[src/hdl/microwire_eeprom_master_assert.svh]
// assertion macros for the microwire eeprom master
// included by the top level, expects i_clk and i_rst_n in scope
`ifndef MICROWIRE_EEPROM_MASTER_ASSERT_SVH
`define MICROWIRE_EEPROM_MASTER_ASSERT_SVH

// same-cycle implication
`define MWE_ASSERT_NOW(lbl, ante, cons, msg) \
    lbl: assert property (@(posedge i_clk) disable iff (!i_rst_n) (ante) |-> (cons)) \
        else $error(msg);

// next-cycle implication
`define MWE_ASSERT_NEXT(lbl, ante, cons, msg) \
    lbl: assert property (@(posedge i_clk) disable iff (!i_rst_n) (ante) |=> (cons)) \
        else $error(msg);

`endif

[src/hdl/mwe_pkg.sv]
// shared types, codes and helpers for the microwire eeprom master
// no dependencies
`default_nettype none

package mwe_pkg;

    localparam int DATA_BITS        = 16;
    localparam int MAX_ADDRESS_BITS = 8;
    localparam int TIMEOUT_BITS     = 24;
    localparam int MIN_ADDRESS_BITS = 6;
    localparam int PAT_W            = DATA_BITS + MAX_ADDRESS_BITS + 3;

    localparam logic [1:0] OP_READ    = 2'd0;
    localparam logic [1:0] OP_WRITE   = 2'd1;
    localparam logic [1:0] OP_WEN     = 2'd2;
    localparam logic [1:0] OP_WDS     = 2'd3;

    localparam logic [1:0] ST_OK      = 2'd0;
    localparam logic [1:0] ST_RANGE   = 2'd1;
    localparam logic [1:0] ST_DUMMY   = 2'd2;
    localparam logic [1:0] ST_TIMEOUT = 2'd3;

    localparam logic [1:0] REG_ADDR_BITS = 2'd0;
    localparam logic [1:0] REG_HALF      = 2'd1;
    localparam logic [1:0] REG_TIMEOUT   = 2'd2;

    typedef struct packed {
        logic [3:0]              address_bits;
        logic [15:0]             half_period;
        logic [TIMEOUT_BITS-1:0] timeout;
    } t_cfg;

    typedef struct packed {
        logic                 serial_data_in;
        logic [15:0]          write_data;
        logic [7:0]           word_address;
        logic [1:0]           operation;
        logic                 command_valid;
    } t_item;

    typedef struct packed {
        logic [15:0] read_data;
        logic [1:0]  status;
        logic        done_res;
        logic        ready_res;
        logic        serial_data_out;
        logic        serial_clock;
        logic        chip_select;
    } t_result;

    function automatic logic pat_bit(input logic [PAT_W-1:0] pat, input logic [4:0] pos);
        logic r;
        r = 1'b0;
        if (int'(pos) < PAT_W) begin
            r = pat[pos];
        end
        return r;
    endfunction

endpackage

`default_nettype wire

[src/hdl/mwe_regs.sv]
// apb configuration registers of the microwire eeprom master
// depends on mwe_pkg
`default_nettype none

module mwe_regs (
    input  wire logic          i_clk,
    input  wire logic          i_rst_n,
    input  wire logic          psel,
    input  wire logic          penable,
    input  wire logic          pwrite,
    input  wire logic [3:0]    paddr,
    input  wire logic [31:0]   pwdata,
    output logic      [31:0]   prdata,
    output logic               pready,
    output mwe_pkg::t_cfg      o_cfg
);

    logic [3:0]                        r_addr_bits;
    logic [15:0]                       r_half;
    logic [mwe_pkg::TIMEOUT_BITS-1:0]  r_timeout;
    logic                              wr_en;
    logic [1:0]                        reg_idx;

    assign pready  = 1'b1;
    assign wr_en   = psel && penable && pwrite;
    assign reg_idx = paddr[3:2];

    always_ff @(posedge i_clk) begin
        if (!i_rst_n) begin
            r_addr_bits <= 4'd6;
            r_half      <= 16'd100;
            r_timeout   <= mwe_pkg::TIMEOUT_BITS'(2500000);
        end else if (wr_en) begin
            case (reg_idx)
                mwe_pkg::REG_ADDR_BITS: r_addr_bits <= pwdata[3:0];
                mwe_pkg::REG_HALF:      r_half      <= pwdata[15:0];
                mwe_pkg::REG_TIMEOUT:   r_timeout   <= pwdata[mwe_pkg::TIMEOUT_BITS-1:0];
                default: ;
            endcase
        end
    end

    always_comb begin
        case (reg_idx)
            mwe_pkg::REG_ADDR_BITS: prdata = 32'(r_addr_bits);
            mwe_pkg::REG_HALF:      prdata = 32'(r_half);
            mwe_pkg::REG_TIMEOUT:   prdata = 32'(r_timeout);
            default:                prdata = 32'd0;
        endcase
    end

    assign o_cfg.address_bits = r_addr_bits;
    assign o_cfg.half_period  = r_half;
    assign o_cfg.timeout      = r_timeout;

endmodule

`default_nettype wire

[src/hdl/mwe_seq.sv]
// bit-level microwire sequencer, one step per accepted tick
// depends on mwe_pkg
`default_nettype none

module mwe_seq (
    input  wire logic            i_clk,
    input  wire logic            i_rst_n,
    input  wire logic            i_step,
    input  wire mwe_pkg::t_item  i_item,
    input  wire mwe_pkg::t_cfg   i_cfg,
    output mwe_pkg::t_result     o_res
);

    typedef enum logic [3:0] {
        PH_IDLE       = 4'd0,
        PH_SHIFT_LOW  = 4'd1,
        PH_SHIFT_HIGH = 4'd2,
        PH_SETTLE     = 4'd3,
        PH_READ_LOW   = 4'd4,
        PH_READ_HIGH  = 4'd5,
        PH_PROG_GAP   = 4'd6,
        PH_POLL       = 4'd7,
        PH_CLEAR      = 4'd8,
        PH_FINISH     = 4'd9
    } t_phase;

    localparam int PW = mwe_pkg::PAT_W;
    localparam int TW = mwe_pkg::TIMEOUT_BITS;

    t_phase           r_phase, n_phase;
    logic [1:0]       r_cmd, n_cmd;
    logic [4:0]       r_bitcnt, n_bitcnt;
    logic [PW-1:0]    r_pattern, n_pattern;
    logic [15:0]      r_div, n_div;
    logic [TW-1:0]    r_wait, n_wait;
    logic [15:0]      r_rx, n_rx;
    logic             r_cs, n_cs, r_sk, n_sk, r_di, n_di;
    logic [1:0]       r_status, n_status;
    logic             n_done;

    logic [3:0]       eff_n;
    logic [15:0]      half_m1;
    logic [TW-1:0]    limit;
    logic             addr_oor;
    logic [TW-1:0]    wait_inc;
    logic [4:0]       bit_dec;

    always_comb begin
        if (i_cfg.address_bits < 4'(mwe_pkg::MIN_ADDRESS_BITS)) begin
            eff_n = 4'(mwe_pkg::MIN_ADDRESS_BITS);
        end else if (i_cfg.address_bits > 4'(mwe_pkg::MAX_ADDRESS_BITS)) begin
            eff_n = 4'(mwe_pkg::MAX_ADDRESS_BITS);
        end else begin
            eff_n = i_cfg.address_bits;
        end
    end

    assign half_m1  = (i_cfg.half_period == 16'd0) ? 16'd0 : i_cfg.half_period - 16'd1;
    assign limit    = (i_cfg.timeout == '0) ? TW'(1) : i_cfg.timeout;
    assign addr_oor = ((i_item.word_address >> eff_n) != 8'd0);
    assign wait_inc = r_wait + TW'(1);
    assign bit_dec  = r_bitcnt - 5'd1;

    always_comb begin
        n_phase   = r_phase;
        n_cmd     = r_cmd;
        n_bitcnt  = r_bitcnt;
        n_pattern = r_pattern;
        n_div     = r_div;
        n_wait    = r_wait;
        n_rx      = r_rx;
        n_cs      = r_cs;
        n_sk      = r_sk;
        n_di      = r_di;
        n_status  = r_status;
        n_done    = 1'b0;
        case (r_phase)
            PH_IDLE: begin
                if (i_item.command_valid) begin
                    if (!i_item.operation[1] && addr_oor) begin
                        n_status = mwe_pkg::ST_RANGE;
                        n_done   = 1'b1;
                    end else begin
                        case (i_item.operation)
                            mwe_pkg::OP_READ: begin
                                n_pattern = (PW'(1) << (eff_n + 4'd2)) | (PW'(2) << eff_n)
                                          | PW'(i_item.word_address);
                                n_bitcnt  = 5'(eff_n) + 5'd3;
                            end
                            mwe_pkg::OP_WRITE: begin
                                n_pattern = (((PW'(1) << (eff_n + 4'd2)) | (PW'(1) << eff_n)
                                          | PW'(i_item.word_address)) << mwe_pkg::DATA_BITS)
                                          | PW'(i_item.write_data[mwe_pkg::DATA_BITS-1:0]);
                                n_bitcnt  = 5'(eff_n) + 5'd3 + 5'(mwe_pkg::DATA_BITS);
                            end
                            mwe_pkg::OP_WEN: begin
                                n_pattern = PW'(5'h13) << (eff_n - 4'd2);
                                n_bitcnt  = 5'(eff_n) + 5'd3;
                            end
                            default: begin
                                n_pattern = PW'(1) << (eff_n + 4'd2);
                                n_bitcnt  = 5'(eff_n) + 5'd3;
                            end
                        endcase
                        // first bit out is always the start bit
                        n_cmd   = i_item.operation;
                        n_wait  = '0;
                        n_cs    = 1'b1;
                        n_sk    = 1'b0;
                        n_di    = 1'b1;
                        n_phase = PH_SHIFT_LOW;
                        n_div   = half_m1;
                    end
                end
            end
            PH_POLL: begin
                if (i_item.serial_data_in) begin
                    n_cs    = 1'b1;
                    n_sk    = 1'b1;
                    n_di    = 1'b1;
                    n_phase = PH_CLEAR;
                    n_div   = half_m1;
                end else begin
                    n_wait = wait_inc;
                    if (wait_inc >= limit) begin
                        n_status = mwe_pkg::ST_TIMEOUT;
                        n_cs     = 1'b0;
                        n_sk     = 1'b0;
                        n_di     = 1'b1;
                        n_phase  = PH_FINISH;
                        n_div    = half_m1;
                    end
                end
            end
            default: begin
                if (r_div != 16'd0) begin
                    n_div = r_div - 16'd1;
                end else begin
                    case (r_phase)
                        PH_SHIFT_LOW: begin
                            n_sk    = 1'b1;
                            n_phase = PH_SHIFT_HIGH;
                            n_div   = half_m1;
                        end
                        PH_SHIFT_HIGH: begin
                            n_bitcnt = bit_dec;
                            if (bit_dec != 5'd0) begin
                                n_sk    = 1'b0;
                                n_di    = mwe_pkg::pat_bit(r_pattern, bit_dec - 5'd1);
                                n_phase = PH_SHIFT_LOW;
                                n_div   = half_m1;
                            end else if (r_cmd == mwe_pkg::OP_READ) begin
                                n_phase = PH_SETTLE;
                                n_div   = half_m1;
                            end else if (r_cmd == mwe_pkg::OP_WRITE) begin
                                n_cs    = 1'b0;
                                n_sk    = 1'b0;
                                n_phase = PH_PROG_GAP;
                                n_div   = half_m1;
                            end else begin
                                n_status = mwe_pkg::ST_OK;
                                n_cs     = 1'b0;
                                n_sk     = 1'b0;
                                n_phase  = PH_FINISH;
                                n_div    = half_m1;
                            end
                        end
                        PH_SETTLE: begin
                            if (i_item.serial_data_in) begin
                                n_status = mwe_pkg::ST_DUMMY;
                                n_cs     = 1'b0;
                                n_sk     = 1'b0;
                                n_phase  = PH_FINISH;
                            end else begin
                                n_pattern = '0;
                                n_bitcnt  = 5'(mwe_pkg::DATA_BITS);
                                n_cs      = 1'b1;
                                n_sk      = 1'b0;
                                n_di      = 1'b1;
                                n_phase   = PH_READ_LOW;
                            end
                            n_div = half_m1;
                        end
                        PH_READ_LOW: begin
                            n_cs    = 1'b1;
                            n_sk    = 1'b1;
                            n_di    = 1'b1;
                            n_phase = PH_READ_HIGH;
                            n_div   = half_m1;
                        end
                        PH_READ_HIGH: begin
                            n_pattern = {1'b0, r_pattern[PW-3:0], i_item.serial_data_in};
                            n_bitcnt  = bit_dec;
                            n_div     = half_m1;
                            if (bit_dec != 5'd0) begin
                                n_cs    = 1'b1;
                                n_sk    = 1'b0;
                                n_di    = 1'b1;
                                n_phase = PH_READ_LOW;
                            end else begin
                                n_rx     = 16'(n_pattern[mwe_pkg::DATA_BITS-1:0]);
                                n_status = mwe_pkg::ST_OK;
                                n_cs     = 1'b0;
                                n_sk     = 1'b0;
                                n_di     = 1'b1;
                                n_phase  = PH_FINISH;
                            end
                        end
                        PH_PROG_GAP: begin
                            n_cs    = 1'b1;
                            n_sk    = 1'b0;
                            n_di    = 1'b1;
                            n_wait  = '0;
                            n_phase = PH_POLL;
                        end
                        PH_CLEAR: begin
                            n_status = mwe_pkg::ST_OK;
                            n_cs     = 1'b0;
                            n_sk     = 1'b0;
                            n_di     = 1'b1;
                            n_phase  = PH_FINISH;
                            n_div    = half_m1;
                        end
                        default: begin
                            n_phase = PH_IDLE;
                            n_div   = 16'd0;
                            n_done  = 1'b1;
                        end
                    endcase
                end
            end
        endcase
    end

    always_ff @(posedge i_clk) begin
        if (!i_rst_n) begin
            r_phase   <= PH_IDLE;
            r_cmd     <= 2'd0;
            r_bitcnt  <= 5'd0;
            r_pattern <= '0;
            r_div     <= 16'd0;
            r_wait    <= '0;
            r_rx      <= 16'd0;
            r_cs      <= 1'b0;
            r_sk      <= 1'b0;
            r_di      <= 1'b0;
            r_status  <= mwe_pkg::ST_OK;
        end else if (i_step) begin
            r_phase   <= n_phase;
            r_cmd     <= n_cmd;
            r_bitcnt  <= n_bitcnt;
            r_pattern <= n_pattern;
            r_div     <= n_div;
            r_wait    <= n_wait;
            r_rx      <= n_rx;
            r_cs      <= n_cs;
            r_sk      <= n_sk;
            r_di      <= n_di;
            r_status  <= n_status;
        end
    end

    assign o_res.chip_select     = n_cs;
    assign o_res.serial_clock    = n_sk;
    assign o_res.serial_data_out = n_di;
    assign o_res.ready_res       = (n_phase == PH_IDLE);
    assign o_res.done_res        = n_done;
    assign o_res.status          = n_status;
    assign o_res.read_data       = n_rx;

endmodule

`default_nettype wire

[src/hdl/microwire_eeprom_master.sv]
// top level of the microwire eeprom master: stream ports, apb registers, result register
// depends on mwe_pkg, mwe_regs, mwe_seq and microwire_eeprom_master_assert.svh
//
//  channel   dir   content
//  s_*       in    one tick beat: command, address, write data, sampled DO
//  m_*       out   one result beat per tick: pins, ready, done, status, read word
//  apb       in    address_bits, half_period_ticks, program_timeout_ticks
//
// one input beat is taken every cycle unless the output stalls, each yields one registered result beat
// the result register frees as its beat is taken, so input and output overlap
// a stalled output holds the input side until the result register drains
// reset is synchronous: sequencer idle, pins low, registers at their defaults
`default_nettype none
`include "microwire_eeprom_master_assert.svh"

module microwire_eeprom_master (
    input  wire logic        i_clk,
    input  wire logic        i_rst_n,
    input  wire logic        i_s_tvalid,
    output logic             o_s_tready,
    // command_valid, operation[2], word_address[8], write_data[16], serial_data_in, pad
    input  wire logic [31:0] i_s_tdata,
    output logic             o_m_tvalid,
    input  wire logic        i_m_tready,
    // chip_select, serial_clock, serial_data_out, ready_res, done_res, status[2],
    // read_data[16], pad
    output logic      [23:0] o_m_tdata,
    input  wire logic        psel,
    input  wire logic        penable,
    input  wire logic        pwrite,
    input  wire logic [3:0]  paddr,
    input  wire logic [31:0] pwdata,
    output logic      [31:0] prdata,
    output logic             pready
);

    mwe_pkg::t_cfg    cfg;
    mwe_pkg::t_item   item;
    mwe_pkg::t_result res;
    logic             in_beat;
    logic             r_m_valid;
    logic [22:0]      r_m_data;

    assign item       = mwe_pkg::t_item'(i_s_tdata[27:0]);
    assign o_s_tready = !r_m_valid || i_m_tready;
    assign in_beat    = i_s_tvalid && o_s_tready;

    mwe_regs u_regs (
        .i_clk   (i_clk),
        .i_rst_n (i_rst_n),
        .psel    (psel),
        .penable (penable),
        .pwrite  (pwrite),
        .paddr   (paddr),
        .pwdata  (pwdata),
        .prdata  (prdata),
        .pready  (pready),
        .o_cfg   (cfg)
    );

    mwe_seq u_seq (
        .i_clk   (i_clk),
        .i_rst_n (i_rst_n),
        .i_step  (in_beat),
        .i_item  (item),
        .i_cfg   (cfg),
        .o_res   (res)
    );

    always_ff @(posedge i_clk) begin
        if (!i_rst_n) begin
            r_m_valid <= 1'b0;
        end else if (in_beat) begin
            r_m_valid <= 1'b1;
        end else if (i_m_tready) begin
            r_m_valid <= 1'b0;
        end
    end

    always_ff @(posedge i_clk) begin
        if (in_beat) begin
            r_m_data <= res;
        end
    end

    assign o_m_tvalid = r_m_valid;
    assign o_m_tdata  = {1'b0, r_m_data};

    `MWE_ASSERT_NEXT(a_beat_gives_result, in_beat, r_m_valid, "accepted beat gave no result")
    `MWE_ASSERT_NOW(a_sk_needs_cs, r_m_valid && r_m_data[1], r_m_data[0], "sk high with cs low")
    `MWE_ASSERT_NOW(a_done_is_idle, r_m_valid && r_m_data[4], r_m_data[3], "done while busy")

endmodule

`default_nettype wire

[config.mk]
export PLATFORM = sky130hd
export DESIGN_NAME = microwire_eeprom_master
export DESIGN_NICKNAME = d
export VERILOG_FILES = /design/src/hdl/mwe_pkg.sv /design/src/hdl/mwe_regs.sv /design/src/hdl/mwe_seq.sv /design/src/hdl/microwire_eeprom_master.sv
export VERILOG_INCLUDE_DIRS = /design/src /design/src/hdl
export SDC_FILE = /design/constraint.sdc
export NUM_CORES = 1
export LEC_CHECK = 0
export ABC_AREA = 1
export BUFFER_PORTS_ARGS = -buffer_cell sky130_fd_sc_hd__buf_4
export CORE_AREA = 8 8 145 147
export DETAILED_ROUTE_END_ITERATION = 8
export DIE_AREA = 0 0 153 155
export GPL_TIMING_DRIVEN = 0
export PLACE_DENSITY = 0.86
export SLEW_MARGIN = 10
export SYNTH_ARGS = -nofsm -noshare
export SYNTH_HDL_FRONTEND = slang
export SYNTH_SLANG_ARGS = --single-unit
[constraint.sdc]
create_clock -name i_clk -period 4.2 [get_ports i_clk]
set_input_delay 0.21 -clock i_clk [delete_from_list [all_inputs] [get_ports i_clk]]
set_output_delay 0.21 -clock i_clk [all_outputs]
set_load 0.05 [all_outputs]
# Word level (Yosys, flattened, before mapping)
# Cells that the tools add are included.
# word_totals
register_bits	167
wordCells	199
latchBits	0
romBits	0
mem_bits_rw	0
memories	0
inputBits	75
# op_classes
multipliers	0
magnitude_cmp	5
addsub	9
shift	5
muxes	99
reduce_logical	37
div	0
n_bitwise	7
n_eq_ne	21
# op_table
operator	count
$mux 16	10
$mux 24	6
$mux 27	4
$pmux 27 s2	2
$pmux 27 s3	1
$pmux 24 s3	1
$pmux 16 s2	2
$mux 4	12
$pmux 24 s2	1
$sub 16x1->16 const B	2
$mux 1	31
$pmux 4 s7	1
$or 27x16->27	1
$or 27x27->27	1
$or 27x8->27	1
$shl 1x4->27 const A	1
$shl 2x4->27 const A	1
$shl 5x4->27 const A	1
$mux 5	5
$add 24x1->24 const B	1
$ge 24x24->1	1
$logic_not 24->1	1
$mux 2	10
$pmux 5 s2	2
other kinds (51)	84

# Logic depth before layout (Yosys ltp)
# depth
depth_word	12
mapped_depth	24

# Modules after synthesis
# Synthesis repeated with hierarchy kept, for this count alone.
# hier_totals
hier_cells	1766
hier_area_um2	11259.5
# by_module_without_submodules
module	area_each_um2	cells_each	n_inst
mwe_seq	8361.8	1393	1
mwe_regs	2144.6	341	1
microwire_eeprom_master	753.2	32	1

# Worst setup path before layout
# No wires, ideal clock.
# synth_path
path_type	reg2reg
startpoint	reg u_seq.r_wait[0]
endpoint	reg u_seq.r_div[12]
t_required_ns	4.084
arrival_time_ns	2.941
path_slack_ns	1.143
period_less_slack_ns	3.057
setup_ns	0.116
path_stages_with_launch	23
cell_sequence	dfxtp_1 ha_1 nand2_1 nor2_2 nand2_1 nor2_2 nand2_1 nor3_2 nand3_1 xor2_1 inv_1 ha_1 nand2_1 nor2_1 nand3_1 inv_1 a21oi_1 nand4_1 nand2_1 inv_1 buf_4 o21ai_0 nor2_1
# synth_between
elab_chain_cells	4
# synth_lines
element	line_no	source
from (decl)	mwe_seq.sv:35	logic [TW-1:0] r_wait, n_wait;
from (signal assigned)	mwe_seq.sv:254	r_wait <= n_wait;
$add 24x1->24	mwe_seq.sv:61	assign wait_inc = r_wait + TW'(1);
$ge 24x24->1	mwe_seq.sv:125	if (wait_inc >= limit) begin
$ne 3x2->1 (no line)	n/a	
$reduce_and 5->1 (no line)	n/a	
to (signal assigned)	mwe_seq.sv:253	r_div <= n_div;
to (decl)	mwe_seq.sv:34	logic [15:0] r_div, n_div;
# Every way passes these cells.
# A chain may end at the register's enable or synchronous reset.

==> impl_summary.log <==
INFO  metric netlist.top_cell.by_area = sky130_fd_sc_hd__dfxtp_1
INFO  metric dr.pass1.iters = 6
INFO  metric total_number_of_nets_in_the_final_design = 1860
INFO  metric fillerInstances = 1706
INFO  metric powerDensity = 359 mW/mm2
INFO  metric fin_crit_sh = 92.0%
INFO  metric postRouteAntennaNets = 0
INFO  metric launch_instance_of_the_worst_register_to_register_path = u_seq.r_wait[0]
INFO  metric timing_worst_setup_path_type = register to register
INFO  metric worst_hold_path_type = input port to register
INFO  metric cts-root-buf = sky130_fd_sc_hd__clkbuf_16
INFO  metric intPower = ~2900 uW
INFO  metric boundaryPins = 134
INFO  metric synth_flop_cell = sky130_fd_sc_hd__dfxtp_1
INFO  metric timing.critical_path.fanout_max = 5
INFO  metric seq_power_share = 40.1%
INFO  metric detail_route.wirelength = 34600 um
INFO  metric synth_area_per_cell = roughly 6.7 um2
INFO  metric synth_sequential_area_ratio = 33.1%
INFO  metric worst_path_cell_trace = ha_1 > nand2_1 > nor2_2 > nand2_1 > nor2_2 > nand2_1 > nor3_4 > nand3_1 > xor2_1 > inv_1 > ha_1 > nand2_1 > nor2_1 > nand3_1 > inv_1 > a21oi_2 > nand3_1 > o21ai_0 > inv_1 > nor2_1 > nand2_1 > nor2_1
INFO  metric initial_utilization = 57.0%
INFO  metric synth_cell_type_count = 58
INFO  metric fin_worst_hold_slack = 0.00893 ns
INFO  metric r2r_setup_slk = 0.33 ns
INFO  metric power_switching = ~1600 uW
INFO  metric globalplace.congestion = roughly 1.0
INFO  metric arrival = roughly 4.2 ns
INFO  metric core_region_area = between 0.015 and 0.02 mm2
INFO  metric number_of_antenna_violations_at_the_first_check_in_global_routing = 0
INFO  metric placementRows = 51
INFO  metric viasPerCell = 5.75
INFO  metric h-tree-depth = 4
INFO  metric worst_setup_path_start_kind = register
INFO  metric grt_setup_unrepaired = no
INFO  metric slew_viol_final = 0
INFO  metric worst_slew_pin_slew = around 0.8 ns
INFO  metric vdd_ir_drop_max = 320 uV
INFO  metric yosysTopAreaCellShare = 26.7%
INFO  metric num_antenna_cells = 0
INFO  metric synth.top_cells.by_area = sky130_fd_sc_hd__dfxtp_1 27%, sky130_fd_sc_hd__nand2_1 13%, sky130_fd_sc_hd__inv_1 7.5%
INFO  metric critPathRequiredTime = 4.48 ns
INFO  metric combPwrFrac = 26.9%
INFO  metric post_drt_wl_per_cell = 17.3 um
INFO  metric hold_path.startpoint = pwdata[17]
INFO  metric post-synth-top-count-cell = sky130_fd_sc_hd__nand2_1
INFO  metric power.switching_fraction = 35.8%
INFO  metric worstSkewPairLatency = 0.43 ns
INFO  metric place_hpwl = around 27000 um
INFO  metric critical_path.most_common_cell = sky130_fd_sc_hd__nand2_1
INFO  metric gr-usage-met2 = 47.2%
INFO  metric synth_seq_cells = 167
INFO  metric final_hold_viol_count = 0
INFO  metric grt_pass1_wl = 55500 um
INFO  metric whs_endpoint = u_regs.r_timeout[17]
INFO  metric timing.final.crit_period = 3.87 ns
INFO  metric synth_top_cells_by_count = 363 x sky130_fd_sc_hd__nand2_1, 217 x sky130_fd_sc_hd__inv_1, 154 x sky130_fd_sc_hd__nor2_1, 150 x sky130_fd_sc_hd__a21oi_1, 144 x sky130_fd_sc_hd__dfxtp_1
INFO  metric cts.path.max_buffers = 2
INFO  metric final_util = 66.1%
INFO  metric io_buffer_count = 107
INFO  metric share_clk_of_total_power = roughly 33%
INFO  metric worst_path_largest_cell_delay = 0.44 ns
INFO  metric route.vias.total = 11477
INFO  metric drt_iter0_markers = ~920
INFO  metric worst_clock_skew = 0.0121 ns
INFO  metric hold_path_depth = 3
INFO  metric cts_tree = built
INFO  metric synth-edff-count = 23
INFO  metric die_height = 155 um
INFO  metric post-place-cells = 1962
INFO  metric grtUsageTotal = between 20% and 30%
INFO  metric post_synthesis_instance_area = 0.0108 mm2
INFO  metric cts_buffers = 17
INFO  metric status = finished clean
INFO  metric grtUsageMet1 = 37.2%
INFO  metric cap_viol_max_count = 0
INFO  metric timing.slew.headroom = 46.4%
INFO  metric postSynthCellCount = 1609
INFO  metric asyncSetResetFlopFracSynth = 0%
INFO  metric r2r_cells = 22
INFO  metric layout.cells.non_filler = 1997
INFO  metric critical_path.slowest_cell = sky130_fd_sc_hd__dfxtp_1
INFO  metric grt_max_degree = 33
INFO  metric peak_clock_frequency_supported_by_timing = 259 MHz
INFO  metric cts_sinks = 167
INFO  metric top_usage_layer_grt = met2
INFO  metric rr_endpoint = r_m_data[3]
INFO  metric flow.area_growth_from_synthesis = 15.8%
INFO  metric p_leak = 0.00581 uW
INFO  metric grt_use_met3 = 4.99%
INFO  metric die_w = 153 um
INFO  metric finalSetupTns = 0 ns
INFO  metric clock_pin_slew_worst_setup_and_hold_paths = 0.07 ns
INFO  metric yosysWarnings = 0
INFO  metric post_route_cells_drive_above_1_share = 12.9%
INFO  metric timing.critical_path.to_type = register
INFO  metric area_of_the_die = 0.0237 mm2
INFO  metric grt-ovfl-total = 0
INFO  metric grt_pass1_vias = 10936
INFO  metric final_setup_violations = 0
INFO  metric drc_markers = 0
-- logic make-up after synthesis --
| logic type | after synthesis | synth area share, % |
|---|---|---|
| and+or+nand+nor | 680 | 27.9 |
| AOI/OAI and AO/OA | 378 | 19.4 |
| buffers and inverters | 301 | 11.6 |
| DFF | 167 | 33.1 |
| xor gates and xnor gates | 42 | 3.40 |
| adders and majority gates | 39 | 4.51 |
| other | 2 | 0.0695 |
-- cell usage in the layout, fill, tap and decap left out, types with 17 or more instances in the layout --
| cell type | netlist | routed |
|---|---|---|
| sky130_fd_sc_hd__dfxtp_1 | 144 | 144 |
| sky130_fd_sc_hd__nand4_1 | 24 | 24 |
| sky130_fd_sc_hd__xor2_1 | 32 | 32 |
| sky130_fd_sc_hd__a21oi_1 | 150 | 149 |
| sky130_fd_sc_hd__o21ai_0 | 125 | 125 |
| sky130_fd_sc_hd__nor2_1 | 154 | 154 |
| sky130_fd_sc_hd__a22oi_1 | 22 | 22 |
| sky130_fd_sc_hd__buf_4 | 16 | 124 |
| sky130_fd_sc_hd__o211ai_1 | 18 | 18 |
| sky130_fd_sc_hd__ha_1 | 39 | 39 |
| sky130_fd_sc_hd__clkbuf_16 | 0 | 17 |
| sky130_fd_sc_hd__nor3_1 | 17 | 17 |
| sky130_fd_sc_hd__nand3_1 | 67 | 67 |
| sky130_fd_sc_hd__edfxtp_1 | 23 | 23 |
| sky130_fd_sc_hd__inv_1 | 217 | 217 |
| sky130_fd_sc_hd__clkbuf_1 | 38 | 37 |
| sky130_fd_sc_hd__nand2_1 | 363 | 363 |
| sky130_fd_sc_hd__o21ai_1 | 18 | 18 |
| sky130_fd_sc_hd__o22ai_1 | 19 | 19 |
-- worst max-delay path by stage --
stage,from,endpoint,slack (ns),cells past startpoint
6_report,u_seq.r_wait[0],r_m_data[3],0.33,22
4_1_cts,u_seq.r_wait[0],u_seq.r_div[13],0.27,22
3_5_place_dp,u_seq.r_wait[0],u_seq.r_div[10],0.30,22
2_1_floorplan,u_seq.r_wait[0],u_seq.r_div[12],1.14,22
5_1_grt,u_seq.r_wait[0],r_m_data[3],0.004,22
3_3_place_gp,u_seq.r_wait[0],u_seq.r_div[10],0.38,18
-- worst max-delay path, delay by kind of cell (launching register included) --
kind,cells,cell delay [ns]
compound gates,2,0.56
flops,1,0.44
xor+xnor,1,0.16
simple gates,14,1.80
fa+ha+maj,2,0.53
buf+inv,3,0.24
-- routing by layer --
metal	share of wire [%]	wire length, um
met1	43	14800
met5	0	0
met4	3.3	1140
met2	46	15800
met3	8.5	2940
-- final cells by class --
type,instances,area [um2],share of cell area (%)
Tap cell,238,298,2.38
Clock buffer,17,425,3.40
Timing Repair Buffer,110,831,6.64
Inverter,230,871,6.96
Multi-Input combinational cell,1149,6020,48.0
Buffer,71,389,3.11
Sequential cell,167,3570,28.5
Clock inverter,15,118,0.939
-- metrics by stage --
step                worst slack [ns]  power, uW  instance area, um2
floorplan                       1.14       2680               10800
global placement               0.380       2990               11900
detailed placement             0.299       3010               11900
CTS                            0.272       4460               12500
global route                 0.00360       4690               12500
finish                         0.334       4500               12500
-- power by group through the flow --
stage | Sequential, uW | Combinational (uW) | Clock (uW)
detailed placement | 1840 | 1180 | 0
global placement | 1830 | 1160 | 0
floorplan | 1890 | 791 | 0
global route | 1810 | 1330 | 1550
CTS | 1800 | 1190 | 1470
finish | 1800 | 1210 | 1480
-- repair_timing --
| action | 4_1_cts | 5_1_grt |
|---|---|---|
| resized for setup | 0 | 2 |
| endpoints found under the setup margin | 0 | 17 |
| hold endpoints to repair | 2 | 0 |
| hold buffers | 2 | 0 |
| setup buffers | 0 | 1 |
-- flip-flops by register name, indices dropped and copies added, names as in the netlist, 4 cells and up --
name,cells
u_seq.r_phase,4
r_m_data,23
u_regs.r_half,16
u_seq.r_bitcnt,5
u_regs.r_addr_bits,4
u_regs.r_timeout,24
u_seq.r_pattern,27
u_seq.r_rx,16
u_seq.r_div,16
u_seq.r_wait,24
Note: power is estimated with default switching activity, not from simulation.
